==> config.mk <==
export PLATFORM = sky130hd
export DESIGN_NAME = spe_div
export DESIGN_NICKNAME = d
export VERILOG_FILES = /design/src/rtl/sine_position_embedding_macros.svh /design/src/rtl/spe_pkg.sv /design/src/rtl/spe_div.sv
export SDC_FILE = /design/constraint.sdc
export NUM_CORES = 1
export LEC_CHECK = 0
export ABC_CLOCK_PERIOD_IN_PS = 9700
export BUFFER_PORTS_ARGS = -buffer_cell sky130_fd_sc_hd__buf_2
export CORE_MARGIN = 8
export CORE_UTILIZATION = 50
export CTS_CLUSTER_SIZE = 12
export DETAILED_ROUTE_END_ITERATION = 6
export PLACE_DENSITY = 0.75
export SYNTH_ARGS = -nofsm -noshare
export SYNTH_HDL_FRONTEND = slang
export SYNTH_SLANG_ARGS = --single-unit
==> constraint.sdc <==
create_clock -name clk -period 9.7 [get_ports clk]
set_input_delay 0 -clock clk [delete_from_list [all_inputs] [get_ports clk]]
set_output_delay 0 -clock clk [all_outputs]
set_load 0.01 [all_outputs]
==> src/rtl/sine_position_embedding_macros.svh <==
// ---------------------------------------------------------------------------
// sine position embedding assertion macros
// shared concurrent checks, clocked on clk and disabled in reset
// ---------------------------------------------------------------------------
`ifndef SINE_POSITION_EMBEDDING_MACROS_SVH
`define SINE_POSITION_EMBEDDING_MACROS_SVH

// same-cycle implication
`define SPE_ASSERT_IMP(lbl, pre, post, msg) \
    lbl: assert property (@(posedge clk) disable iff (!rst_n) (pre) |-> (post)) \
        else $error(msg);

// next-cycle implication
`define SPE_ASSERT_NXT(lbl, pre, post, msg) \
    lbl: assert property (@(posedge clk) disable iff (!rst_n) (pre) |=> (post)) \
        else $error(msg);

`endif

==> src/rtl/spe_pkg.sv <==
// ---------------------------------------------------------------------------
// spe_pkg
// shared widths, constants, types and elaboration-time functions
// ---------------------------------------------------------------------------
package spe_pkg;

    localparam int SIZE_W = 8;
    localparam int POS_W  = 8;
    localparam int FREQ_W = 31;
    localparam int TURN_W = 32;
    localparam int X_W    = 31;
    localparam int VAL_W  = 16;

    localparam logic [63:0] LOG2_1000_Q32 = 64'd42802717582;
    localparam logic [X_W-1:0] ONE_Q30    = 31'h4000_0000;
    localparam logic [15:0] Q14_ONE       = 16'd16384;
    localparam int ROOT_BITS              = 24;

    // odd Taylor coefficients of sin(pi/2 x), Q30
    localparam logic [X_W-1:0] COEF_C9 = 31'd172272;
    localparam logic [X_W-1:0] HORNER_COEF [4] =
        '{31'd5026995, 31'd85569306, 31'd693598668, 31'd1686629713};

    // register addresses (word index)
    localparam logic REG_GRID_HEIGHT = 1'b0;
    localparam logic REG_GRID_WIDTH  = 1'b1;

    // side information that travels with a transaction
    typedef struct packed {
        logic odd;
        logic oor;
    } spe_tag_t;

    // truncated integer square root
    function automatic logic [63:0] isqrt64(input logic [63:0] v_in);
        logic [63:0] v;
        logic [63:0] r;
        logic [63:0] b;
        v = v_in;
        r = 64'd0;
        b = 64'h4000_0000_0000_0000;
        for (int i = 0; i < 32; i++)
        begin
            if (v >= r + b)
            begin
                v = v - (r + b);
                r = (r >> 1) + b;
            end
            else
            begin
                r = r >> 1;
            end
            b = b >> 2;
        end
        return r;
    endfunction

    // frequency factor 2^-e in Q30 from exponent e in Q32
    function automatic logic [FREQ_W-1:0] freq_from_exp(input logic [63:0] e);
        logic [63:0] m;
        logic [63:0] root;
        logic [31:0] fr;
        logic [31:0] ip;
        ip   = e[63:32];
        fr   = e[31:0];
        m    = 64'd1 << 30;
        root = isqrt64(64'd1 << 59);
        for (int i = 1; i <= ROOT_BITS; i++)
        begin
            if (fr[32-i])
                m = (m * root) >> 30;
            root = isqrt64(root << 30);
        end
        if (ip >= 32'd31)
            return '0;
        return FREQ_W'(m >> ip);
    endfunction

endpackage

==> src/rtl/spe_div.sv <==
// ---------------------------------------------------------------------------
// spe_div
// pipelined restoring divider, a few quotient bits per stage, 8-bit divisor
// ---------------------------------------------------------------------------
module spe_div
    import spe_pkg::*;
#(
    parameter int DW  = 41,
    parameter int BPS = 4
)
(
    input  logic                clk,
    input  logic                rst_n,
    input  logic                in_valid,
    input  logic [DW-1:0]       in_num,
    input  logic [SIZE_W-1:0]   in_den,
    input  spe_tag_t            in_tag,
    output logic                out_valid,
    output logic [TURN_W-1:0]   out_quo,
    output spe_tag_t            out_tag
);

    localparam int NS  = (DW + BPS - 1) / BPS;
    localparam int PDW = NS * BPS;

    // stage boundaries: index 0 is the input, s+1 the output of stage s
    logic                st_valid [NS+1];
    logic [SIZE_W-1:0]   st_rem   [NS+1];
    logic [PDW-1:0]      st_num   [NS+1];
    logic [PDW-1:0]      st_quo   [NS+1];
    logic [SIZE_W-1:0]   st_den   [NS+1];
    spe_tag_t            st_tag   [NS+1];

    assign st_valid[0] = in_valid;
    assign st_rem[0]   = '0;
    assign st_num[0]   = PDW'(in_num);
    assign st_quo[0]   = '0;
    assign st_den[0]   = in_den;
    assign st_tag[0]   = in_tag;

    for (genvar s = 0; s < NS; s++)
    begin : g_stage
        logic                valid_reg;
        logic [SIZE_W-1:0]   rem_reg, rem_next;
        logic [PDW-1:0]      num_reg, num_next;
        logic [PDW-1:0]      quo_reg, quo_next;
        logic [SIZE_W-1:0]   den_reg;
        spe_tag_t            tag_reg;
        logic [SIZE_W:0]     trial;

        // BPS shift-subtract steps on the narrow remainder
        always_comb
        begin
            rem_next = st_rem[s];
            num_next = st_num[s];
            quo_next = st_quo[s];
            trial    = '0;
            for (int b = 0; b < BPS; b++)
            begin
                trial    = {rem_next, num_next[PDW-1]};
                num_next = num_next << 1;
                if (trial >= {1'b0, st_den[s]})
                begin
                    rem_next = SIZE_W'(trial - {1'b0, st_den[s]});
                    quo_next = {quo_next[PDW-2:0], 1'b1};
                end
                else
                begin
                    rem_next = trial[SIZE_W-1:0];
                    quo_next = {quo_next[PDW-2:0], 1'b0};
                end
            end
        end

        // valid bit
        always_ff @(posedge clk or negedge rst_n)
        begin
            if (!rst_n)
                valid_reg <= 1'b0;
            else
                valid_reg <= st_valid[s];
        end

        // payload
        always_ff @(posedge clk)
        begin
            rem_reg <= rem_next;
            num_reg <= num_next;
            quo_reg <= quo_next;
            den_reg <= st_den[s];
            tag_reg <= st_tag[s];
        end

        assign st_valid[s+1] = valid_reg;
        assign st_rem[s+1]   = rem_reg;
        assign st_num[s+1]   = num_reg;
        assign st_quo[s+1]   = quo_reg;
        assign st_den[s+1]   = den_reg;
        assign st_tag[s+1]   = tag_reg;
    end

    assign out_valid = st_valid[NS];
    assign out_quo   = st_quo[NS][TURN_W-1:0];
    assign out_tag   = st_tag[NS];

endmodule

# Word level (Yosys, flattened, before mapping)
# Cells that the tools add are included.
word_totals:
  register_bits: 557
  input_bits: 54
  output_inout_bits: 35
  elab_cells: 233
op_classes:
  add_sub_neg: 43
  n_lt_le_gt_ge: 44
  muxes: 75
op_table:
  columns: ["cell", "count"]
  rows:
  - [">= comparator 9 x 8 -> 1 bit", 43]
  - ["two-way mux 8 bit", 43]
  - ["subtractor 8 bit", 42]
  - ["two-way mux 1 bit", 32]
  - [">= comparator 1 x 8 -> 1 bit (first input constant)", 1]
  - ["subtractor 1 x 8 -> 8 bit (first input constant)", 1]

# Logic depth before layout (Yosys ltp)
# Gate-level depths: netlist of run 1.
logic_depth:
  depth_word: 8
  ltp_mapped: 41
  depth_no_buf: 39

# Worst setup path before layout of run 1
# Ideal clock, no wire load.
synth_path:
  kind: "register to register"
  from: "reg g_stage[1].den_reg[1]"
  to: "reg g_stage[2].rem_reg[4]"
  setup_time_ns: 0.122
  t_arrival_ns: 7.968
  required_time_ns: 9.578
  setup_slack_ns: 1.610
  stages_incl_launch_ff: 37
  n_path_buf: 3
  period_less_slack_ns: 8.090
  cell_sequence: "dfxtp_1 inv_1 ha_1 nor2b_4 o31ai_2 a31oi_1 nor2_1 nor2_1 a21oi_1 inv_1 ha_1 nor2b_1 o31a_1 o21ai_0 a211oi_1 a211oi_1 clkbuf_1 nor2_1 a21o_1 ha_1 nor2b_1 o211ai_1 a31oi_1 nor4_1 o21bai_1 nor2_1 mux2_2 ha_1 or2_2 a21oi_1 a21oi_1 o221ai_1 or4b_1 buf_2 and2_4 buf_6 a221o_1"
synth_via:
  elab_chain_cells: 8
  word_cells_on_any_way: 12
  classes_between: "4 x add/sub; 4 x order compare; 4 x mux"
synth_rtl:
  columns: ["item", "line", "text"]
  rows:
  - ["from (decl)", "spe_div.sv:47", "logic [SIZE_W-1:0] den_reg;"]
  - ["from (signal assigned)", "spe_div.sv:90", "den_reg <= st_den[s];"]
  - ["subtractor 8 bit or >= comparator 9 x 8 -> 1 bit (tied branches)", "spe_div.sv:64, spe_div.sv:62", null]
  - ["two-way mux 8 bit", "spe_div.sv:62", "if (trial >= {1'b0, st_den[s]})"]
  - ["subtractor 8 bit or >= comparator 9 x 8 -> 1 bit (tied branches)", "spe_div.sv:64, spe_div.sv:62", null]
  - ["two-way mux 8 bit", "spe_div.sv:62", null]
  - ["subtractor 8 bit or >= comparator 9 x 8 -> 1 bit (tied branches)", "spe_div.sv:64, spe_div.sv:62", null]
  - ["two-way mux 8 bit", "spe_div.sv:62", null]
  - ["subtractor 8 bit or >= comparator 9 x 8 -> 1 bit (tied branches)", "spe_div.sv:64, spe_div.sv:62", null]
  - ["two-way mux 8 bit (*)", "spe_div.sv:62", null]
  - ["net g_stage[2].rem_next[4]", "spe_div.sv:44", "logic [SIZE_W-1:0] rem_reg, rem_next;"]
  - ["to (signal assigned)", "spe_div.sv:87", "rem_reg <= rem_next;"]
  - ["to (decl)", "spe_div.sv:44", null]
# Mark *: on every way through the listed nets, which the timed path passes. The rest lies on a longest branch.

# Final worst setup path of run 1
layout_path:
  from: "reg g_stage[7].den_reg[1]"
  to: "reg g_stage[8].rem_reg[1]"
layout_via:
  elab_chain_cells: 8
  word_cells_on_any_way: 12
  classes_between: "4 x add/sub; 4 x order compare; 4 x mux"
layout_rtl:
  columns: ["item", "line"]
  rows:
  - ["from (decl)", "spe_div.sv:47"]
  - ["from (signal assigned)", "spe_div.sv:90"]
  - ["subtractor 8 bit or >= comparator 9 x 8 -> 1 bit (tied branches)", "spe_div.sv:64, spe_div.sv:62"]
  - ["two-way mux 8 bit", "spe_div.sv:62"]
  - ["subtractor 8 bit or >= comparator 9 x 8 -> 1 bit (tied branches)", "spe_div.sv:64, spe_div.sv:62"]
  - ["two-way mux 8 bit", "spe_div.sv:62"]
  - [">= comparator 9 x 8 -> 1 bit or subtractor 8 bit (tied branches)", "spe_div.sv:62, spe_div.sv:64"]
  - ["two-way mux 8 bit", "spe_div.sv:62"]
  - ["subtractor 8 bit or >= comparator 9 x 8 -> 1 bit (tied branches)", "spe_div.sv:64, spe_div.sv:62"]
  - ["two-way mux 8 bit (*)", "spe_div.sv:62"]
  - ["net g_stage[8].rem_next[1]", "spe_div.sv:44"]
  - ["to (signal assigned)", "spe_div.sv:87"]
  - ["to (decl)", "spe_div.sv:44"]
# Marks and branches as above.

==> flow_results.xml, run 1 <==
<?xml version="1.0" encoding="UTF-8"?>
<metrics>
  <group name="worst_hold_path">
    <metric name="worst_min_delay_path_category" unit="">input port to flop</metric>
    <metric name="hold_path.startpoint" unit="">in_num[1]</metric>
  </group>
  <group name="clocking">
    <metric name="cts.repair_timing.setup_buffer_count" unit="">0</metric>
    <metric name="cts-buffers-inserted" unit="">59</metric>
    <metric name="cts.path.max_buffers" unit="">3</metric>
    <metric name="htree_num_levels" unit="">2</metric>
    <metric name="clk_pin_slew" unit="ps">60</metric>
    <metric name="clk_root_buffer_cell" unit="">clkbuf_16</metric>
    <metric name="cts_tree" unit="">done</metric>
    <metric name="clk_latency" unit="ps">610</metric>
    <metric name="clock_sinks" unit="">557</metric>
  </group>
  <group name="worst_setup_path">
    <metric name="rr_startpoint" unit="">g_stage[7].den_reg[1]$_DFF_P_</metric>
    <metric name="critPathMaxStageDelay" unit="ps">430</metric>
    <metric name="worst_setup_path_end_kind" unit="">flop</metric>
    <metric name="crit_path_start" unit="">g_stage[7].den_reg[1]$_DFF_P_</metric>
    <metric name="worst_ep_required_time" unit="ps">10200</metric>
    <metric name="top_fanout_value_on_the_critical_path" unit="">11</metric>
    <metric name="worst_path_max_delay_cell" unit="">dfxtp_1</metric>
    <metric name="setup.worst_path.start_class" unit="">flop</metric>
    <metric name="critical_path_class" unit="">flop to flop</metric>
    <metric name="arrival" unit="ps">9500</metric>
  </group>
  <group name="timing">
    <metric name="finalSetupTns" unit="ps">0</metric>
    <metric name="measured_slew_at_the_worst_slew_check_pin" unit="ps">858.2</metric>
    <metric name="slew_viol_final" unit="">0</metric>
    <metric name="grt_setup_unrepaired" unit="">false</metric>
    <metric name="timing.final.crit_period" unit="ps">8999</metric>
    <metric name="clock_skew" unit="ps">27.96</metric>
    <metric name="setup_viol" unit="">0</metric>
    <metric name="timing.max_slew.rel_slack" unit="%">42.54</metric>
    <metric name="final_min_period_over_clock_period" unit="%">92.77</metric>
    <metric name="report.final.hold_viol_count" unit="">0</metric>
    <metric name="clock.fmax" unit="MHz">111.1</metric>
  </group>
  <group name="floorplan">
    <metric name="die_area" unit="mm²">0.06632</metric>
    <metric name="core.rowCount" unit="">88</metric>
    <metric name="pin_count" unit="">89</metric>
    <metric name="floorplan.die.height" unit="µm">257.5</metric>
    <metric name="start_util" unit="%">50.56</metric>
    <metric name="floorplan.die.width" unit="µm">257.5</metric>
    <metric name="fp.coreArea" unit="mm²">0.05770</metric>
  </group>
  <group name="synth">
    <metric name="dominant_cell_type_by_area_after_synthesis" unit="">dfxtp_1</metric>
    <metric name="yosys.area.top_type_share" unit="%">37.47</metric>
    <metric name="synth-seq-cells" unit="">557</metric>
    <metric name="ys.warnings.count" unit="">0</metric>
    <metric name="synth_async_sr_flop_share" unit="%">1.975</metric>
    <metric name="postSynthCellCount" unit="">2939</metric>
    <metric name="synth-edff-count" unit="">0</metric>
    <metric name="synthesis.area_per_instance" unit="µm²">9.924</metric>
    <metric name="synth.distinct_cells" unit="">93</metric>
    <metric name="top_post_synthesis_cells_by_area" unit="">dfxtp_1 (37%), ha_1 (15%), mux2_2 (4.7%)</metric>
    <metric name="synthesis.area" unit="mm²">0.02917</metric>
    <metric name="most_used_flip_flop_cell_after_synthesis" unit="">dfxtp_1</metric>
    <metric name="synth-seq-area-share" unit="%">38.42</metric>
  </group>
  <group name="drt">
    <metric name="antenna_violating_nets_post_route" unit="">0</metric>
    <metric name="totalWireLength" unit="mm">61.26</metric>
    <metric name="vias" unit="">21300</metric>
    <metric name="number_of_remaining_drc_errors" unit="">0</metric>
    <metric name="drt_pre_antenna_iters" unit="">5</metric>
    <metric name="wire_per_inst" unit="µm">15.46</metric>
    <metric name="drt-initial-drc-count" unit="">1117</metric>
    <metric name="drt-vias-per-instance" unit="">5.375</metric>
  </group>
  <group name="layout">
    <metric name="final_cell_area" unit="mm²">0.03328</metric>
    <metric name="most_frequent_standard_cell_in_the_layout_excluding_fill_and_tap_cells" unit="">dfxtp_1</metric>
    <metric name="fin_nets" unit="">3598</metric>
    <metric name="largest_register_ff_count" unit="">220</metric>
    <metric name="final_cell_mix" unit="">dfxtp_1 (545), ha_1 (343), inv_1 (260)</metric>
    <metric name="drive_gt1_share" unit="%">11.51</metric>
    <metric name="syn2layout_area_growth" unit="%">14.11</metric>
  </group>
  <group name="global_route">
    <metric name="grt_first_pass_wirelength" unit="mm">102.6</metric>
    <metric name="gr-total-overflow" unit="">0</metric>
    <metric name="grt_util_all_layers" unit="%">18.08</metric>
    <metric name="vias_in_the_first_global_route" unit="">21180</metric>
    <metric name="grt_max_degree" unit="">16</metric>
    <metric name="grt_antenna_before_repair" unit="">1</metric>
  </group>
  <group name="status">
    <metric name="outcome" unit="">complete, no violations</metric>
  </group>
  <group name="placed_design">
    <metric name="globalplace.congestion" unit="">0.8915</metric>
    <metric name="count_of_port_buffers_added_during_placement" unit="">88</metric>
    <metric name="detailed_place_hpwl" unit="mm">46.23</metric>
    <metric name="detailed_place.area" unit="mm²">0.03054</metric>
  </group>
  <group name="job">
    <metric name="max-cap-violations" unit="">0</metric>
  </group>
</metrics>
==> cells by family after synthesis <==
kind of cell               Yosys count  share of synthesized area [%]
buffers and inverters              291                          3.865
other                                1                        0.01286
xor gates and xnor gates           184                          5.525
adders and majority gates          383                          17.46
and+or+nand+nor                    642                          11.20
AOI/OAI and AO/OA                  650                          14.53
muxes                              231                          8.987
DFF                                557                          38.42
==> cell usage after synthesis, drive strengths merged, types with 11 or more instances <==
master  instances
a211o          15
a211oi         23
a21boi         28
a21o           52
a21oi         172
a221o          11
a31oi          20
and2           14
and3           17
and4           11
buf            14
dfrtp          11
dfxtp         546
fa             40
ha            343
inv           268
mux2          170
mux2i          61
nand2         128
nand2b         28
nand3          32
nand4          31
nor2          171
nor2b          81
nor3           58
o211ai         12
o21a           34
o21ai         173
o21bai         25
o31ai          19
or2            13
or3            18
xnor2         119
xor2           65
==> routing by layer <==
metal  share of wire [%]  vias up  track usage, %  wire length, µm
met3                 4.5      127           2.887             2744
met1                  46     9874           23.00            28030
met2                  47      456           30.99            28680
met4                 3.0        0           6.171             1812
li1                    -    10850               -                -
met5                   0        -               0                0
==> area by class of cell <==
type | instances | area (µm²)
flip-flops and latches | 557 | 11210
well taps | 765 | 957.2
inverters | 268 | 1008
diodes | 1 | 2.502
clock buffers | 78 | 1630
clock inverters | 19 | 252.7
repair buffers | 182 | 1351
multi-input cells | 2093 | 16870
fillers | 4875 | 24410
==> worst paths after layout <==
kind / slack [ps] / depth (start not counted) / end
max in group asynchronous: 8870 / 3 / g_stage[0].valid_reg$_DFF_PN0_
worst min register to register: 320 / 0 / g_stage[9].quo_reg[12]$_DFF_P_
min in group asynchronous: 450 / 3 / out_valid$_DFF_PN0_
worst max register to register: 700 / 38 / g_stage[8].rem_reg[1]$_DFF_P_
worst min-delay path: 30 / 2 / g_stage[0].num_reg[5]$_DFF_P_
worst max-delay path: 700 / 38 / g_stage[8].rem_reg[1]$_DFF_P_
==> metrics by stage <==
stage / hold WS [ps] / utilization, % / worst slack, ps / instances
after floorplan: -295.6 / - / 1610 / 2941
after global placement: -123.5 / 52.94 / 534.7 / 3783
after detailed placement: -102.9 / 52.94 / 448.5 / 3783
after CTS: 0.4454 / 57.63 / 378.4 / 3962
after global routing: 18.26 / 57.69 / 9.319 / 3963
final: 29.94 / 57.69 / 700.9 / 3963
==> critical path, delay by kind of cell (launching register included) <==
kind | cells | cell delay, ps
buffers and inverters | 5 | 740
AOI/OAI and AO/OA | 18 | 3980
DFF | 1 | 430
muxes | 4 | 1300
and+or+nand+nor | 7 | 1230
adders and majority gates | 4 | 1200
==> what timing repair did <==
action,in CTS,in global routing
setup endpoints to repair,0,32
gates resized for setup,0,11
endpoints found under the hold margin,65,0
hold buffers,82,0
Power of run 1 is not shown: default switching activity piles up to over one toggle a cycle in this logic, so the estimate is an artifact.
==> run 2: changes to the inputs <==
Settings changed: ABC_AREA set to 1.
==> flow_results.xml, run 2 <==
<?xml version="1.0" encoding="UTF-8"?>
<metrics>
  <group name="layout">
    <metric name="filler_cell_count" unit="">5547</metric>
    <metric name="drive_gt1_share" unit="%">9.747</metric>
    <metric name="insertedDiodeCount" unit="">0</metric>
    <metric name="largest_register_ff_count" unit="">220</metric>
    <metric name="seq_area" unit="mm²">0.01121</metric>
    <metric name="area_of_the_multi_input_gates" unit="mm²">0.01750</metric>
    <metric name="most_frequent_standard_cell_in_the_layout_excluding_fill_and_tap_cells" unit="">nand2_1</metric>
    <metric name="final_cell_mix" unit="">nand2_1 (1053), dfxtp_1 (546), inv_1 (541)</metric>
    <metric name="syn2layout_area_growth" unit="%">13.25</metric>
    <metric name="fin_nets" unit="">4596</metric>
  </group>
  <group name="timing">
    <metric name="clock_skew" unit="ps">21.76</metric>
    <metric name="measured_slew_at_the_worst_slew_check_pin" unit="ps">758.8</metric>
    <metric name="grt_setup_unrepaired" unit="">false</metric>
    <metric name="timing.final.crit_period" unit="ps">7263</metric>
    <metric name="timing.max_slew.rel_slack" unit="%">49.42</metric>
    <metric name="setup_viol" unit="">0</metric>
    <metric name="finalSetupTns" unit="ps">0</metric>
    <metric name="report.final.hold_viol_count" unit="">0</metric>
    <metric name="clock.fmax" unit="MHz">137.7</metric>
    <metric name="slew_viol_final" unit="">0</metric>
    <metric name="final_min_period_over_clock_period" unit="%">74.88</metric>
  </group>
  <group name="job">
    <metric name="max-cap-violations" unit="">0</metric>
  </group>
  <group name="global_route">
    <metric name="gr-total-overflow" unit="">0</metric>
    <metric name="grt_antenna_before_repair" unit="">0</metric>
    <metric name="vias_in_the_first_global_route" unit="">23930</metric>
    <metric name="grt_first_pass_wirelength" unit="mm">113.4</metric>
    <metric name="grt_util_all_layers" unit="%">18.92</metric>
    <metric name="grt_max_degree" unit="">18</metric>
  </group>
  <group name="clocking">
    <metric name="clk_root_buffer_cell" unit="">clkbuf_16</metric>
    <metric name="cts-buffers-inserted" unit="">59</metric>
    <metric name="clk_pin_slew" unit="ps">60</metric>
    <metric name="cts.path.max_buffers" unit="">3</metric>
    <metric name="post_cts_resized" unit="">0</metric>
    <metric name="cts_tree" unit="">done</metric>
    <metric name="htree_num_levels" unit="">2</metric>
    <metric name="clk_latency" unit="ps">620</metric>
    <metric name="clock_sinks" unit="">557</metric>
  </group>
  <group name="worst_setup_path">
    <metric name="setup.worst_path.start_class" unit="">flop</metric>
    <metric name="worst_setup_path_end_kind" unit="">flop</metric>
    <metric name="critical_path_class" unit="">flop to flop</metric>
    <metric name="timing.reg2reg.worst_path_depth" unit="">41</metric>
    <metric name="critPathMostFrequentCell" unit="">nand2_1</metric>
    <metric name="arrival" unit="ps">7820</metric>
    <metric name="worst_path_max_delay_cell" unit="">a221oi_1</metric>
    <metric name="top_fanout_value_on_the_critical_path" unit="">11</metric>
    <metric name="worst_ep_required_time" unit="ps">10250</metric>
    <metric name="critPathMaxStageDelay" unit="ps">680</metric>
  </group>
  <group name="drt">
    <metric name="drt-vias-per-instance" unit="">5.003</metric>
    <metric name="antenna_violating_nets_post_route" unit="">0</metric>
    <metric name="drt_pre_antenna_iters" unit="">6</metric>
    <metric name="vias" unit="">25180</metric>
    <metric name="totalWireLength" unit="mm">67.57</metric>
    <metric name="number_of_remaining_drc_errors" unit="">0</metric>
    <metric name="wire_per_inst" unit="µm">13.43</metric>
    <metric name="drt-initial-drc-count" unit="">1642</metric>
  </group>
  <group name="floorplan">
    <metric name="fp.coreArea" unit="mm²">0.06160</metric>
    <metric name="core.rowCount" unit="">91</metric>
    <metric name="pin_count" unit="">89</metric>
    <metric name="floorplan.die.height" unit="µm">265.2</metric>
    <metric name="start_util" unit="%">50.41</metric>
    <metric name="floorplan.die.width" unit="µm">265.2</metric>
    <metric name="die_area" unit="mm²">0.07033</metric>
  </group>
  <group name="synth">
    <metric name="most_used_flip_flop_cell_after_synthesis" unit="">dfxtp_1</metric>
    <metric name="dominant_cell_type_by_area_after_synthesis" unit="">dfxtp_1</metric>
    <metric name="synth-seq-area-share" unit="%">36.09</metric>
    <metric name="synth_async_sr_flop_share" unit="%">1.975</metric>
    <metric name="yosys.area.top_type_share" unit="%">35.20</metric>
    <metric name="top_post_synthesis_cells_by_area" unit="">dfxtp_1 (35%), ha_1 (14%), nand2_1 (13%)</metric>
    <metric name="postSynthCellCount" unit="">3941</metric>
    <metric name="synth.distinct_cells" unit="">61</metric>
    <metric name="ys.warnings.count" unit="">0</metric>
    <metric name="synth-seq-cells" unit="">557</metric>
    <metric name="synthMostInstantiatedCell" unit="">nand2_1</metric>
    <metric name="synthesis.area" unit="mm²">0.03105</metric>
    <metric name="commonest_cells_in_the_netlist" unit="">nand2_1 (1053), dfxtp_1 (546), inv_1 (541)</metric>
    <metric name="synthesis.area_per_instance" unit="µm²">7.878</metric>
    <metric name="synth-edff-count" unit="">0</metric>
  </group>
  <group name="worst_hold_path">
    <metric name="worst_hold_path.num_cells" unit="">2</metric>
    <metric name="worst_min_delay_path_category" unit="">input port to flop</metric>
  </group>
  <group name="placed_design">
    <metric name="count_of_port_buffers_added_during_placement" unit="">88</metric>
    <metric name="detailed_place_hpwl" unit="mm">51.99</metric>
    <metric name="globalplace.congestion" unit="">0.9470</metric>
  </group>
  <group name="status">
    <metric name="outcome" unit="">complete, no violations</metric>
  </group>
</metrics>
run 2: final timing paths:
kind / start / end / slack (ps)
min in group asynchronous: rst_n / g_stage[0].valid_reg$_DFF_PN0_ / 410
setup / recovery: g_stage[3].den_reg[1]$_DFF_P_ / g_stage[4].rem_reg[3]$_DFF_P_ / 2440
hold / removal: in_num[7] / g_stage[0].num_reg[11]$_DFF_P_ / 40
setup reg to reg: g_stage[3].den_reg[1]$_DFF_P_ / g_stage[4].rem_reg[3]$_DFF_P_ / 2440
hold reg to reg: g_stage[3].num_reg[36]$_DFF_P_ / g_stage[4].num_reg[40]$_DFF_P_ / 320
max in group asynchronous: rst_n / g_stage[8].valid_reg$_DFF_PN0_ / 8970
run 2: stage by stage:
step	worst slack (ps)	hold slack [ps]	std cells	util [%]	cell area, µm²
3_5_place_dp	2597	-120.8	4850	52.55	32370
3_3_place_gp	2557	-128.0	4850	52.55	32370
5_1_grt	1728	6.061	5033	57.09	35160
2_1_floorplan	3767	-295.6	3943	-	31060
4_1_cts	2546	0.7523	5033	57.09	35160
6_report	2437	35.38	5033	57.09	35160
run 2: timing repair:
item,CTS,global route
endpoints found under the hold margin,65,0
setup buffers,0,0
hold buffers,85,0
run 2: logic make-up (layout without fill, tap and decap cells):
family | count (synthesis) | after routing | synth area share (%)
adders and majority gates | 383 | 383 | 16.40
xor gates and xnor gates | 195 | 195 | 5.501
other | 1 | 3 | 0.01208
DFF | 557 | 557 | 36.09
buffers and inverters | 594 | 847 | 7.560
and+or+nand+nor | 1728 | 1728 | 25.59
AOI/OAI and AO/OA | 483 | 483 | 8.841
run 2: critical path: cells and delay by family, from the launching register on:
kind | cells | cell delay [ps]
DFF | 1 | 430
adders and majority gates | 4 | 1410
buffers and inverters | 5 | 640
and+or+nand+nor | 22 | 2470
AOI/OAI and AO/OA | 10 | 2240
run 2: layout make-up:
type	instances	area share, %
Sequential cell	557	31.87
Inverter	576	6.184
Clock inverter	17	0.7437
Multi-Input combinational cell	2792	49.78
Tap cell	837	2.978
Clock buffer	81	4.779
Timing Repair Buffer	173	3.672
run 2: per-layer routing:
layer  up-vias  global-route usage, %  wire length [µm]
met5         -                      0                 0
met1     11390                  24.20             30630
li1      13160                      -                 -
met4         0                  6.006              1818
met3       117                  2.817              2940
met2       512                  32.65             32190
Power of run 2 is left out for the same reason.
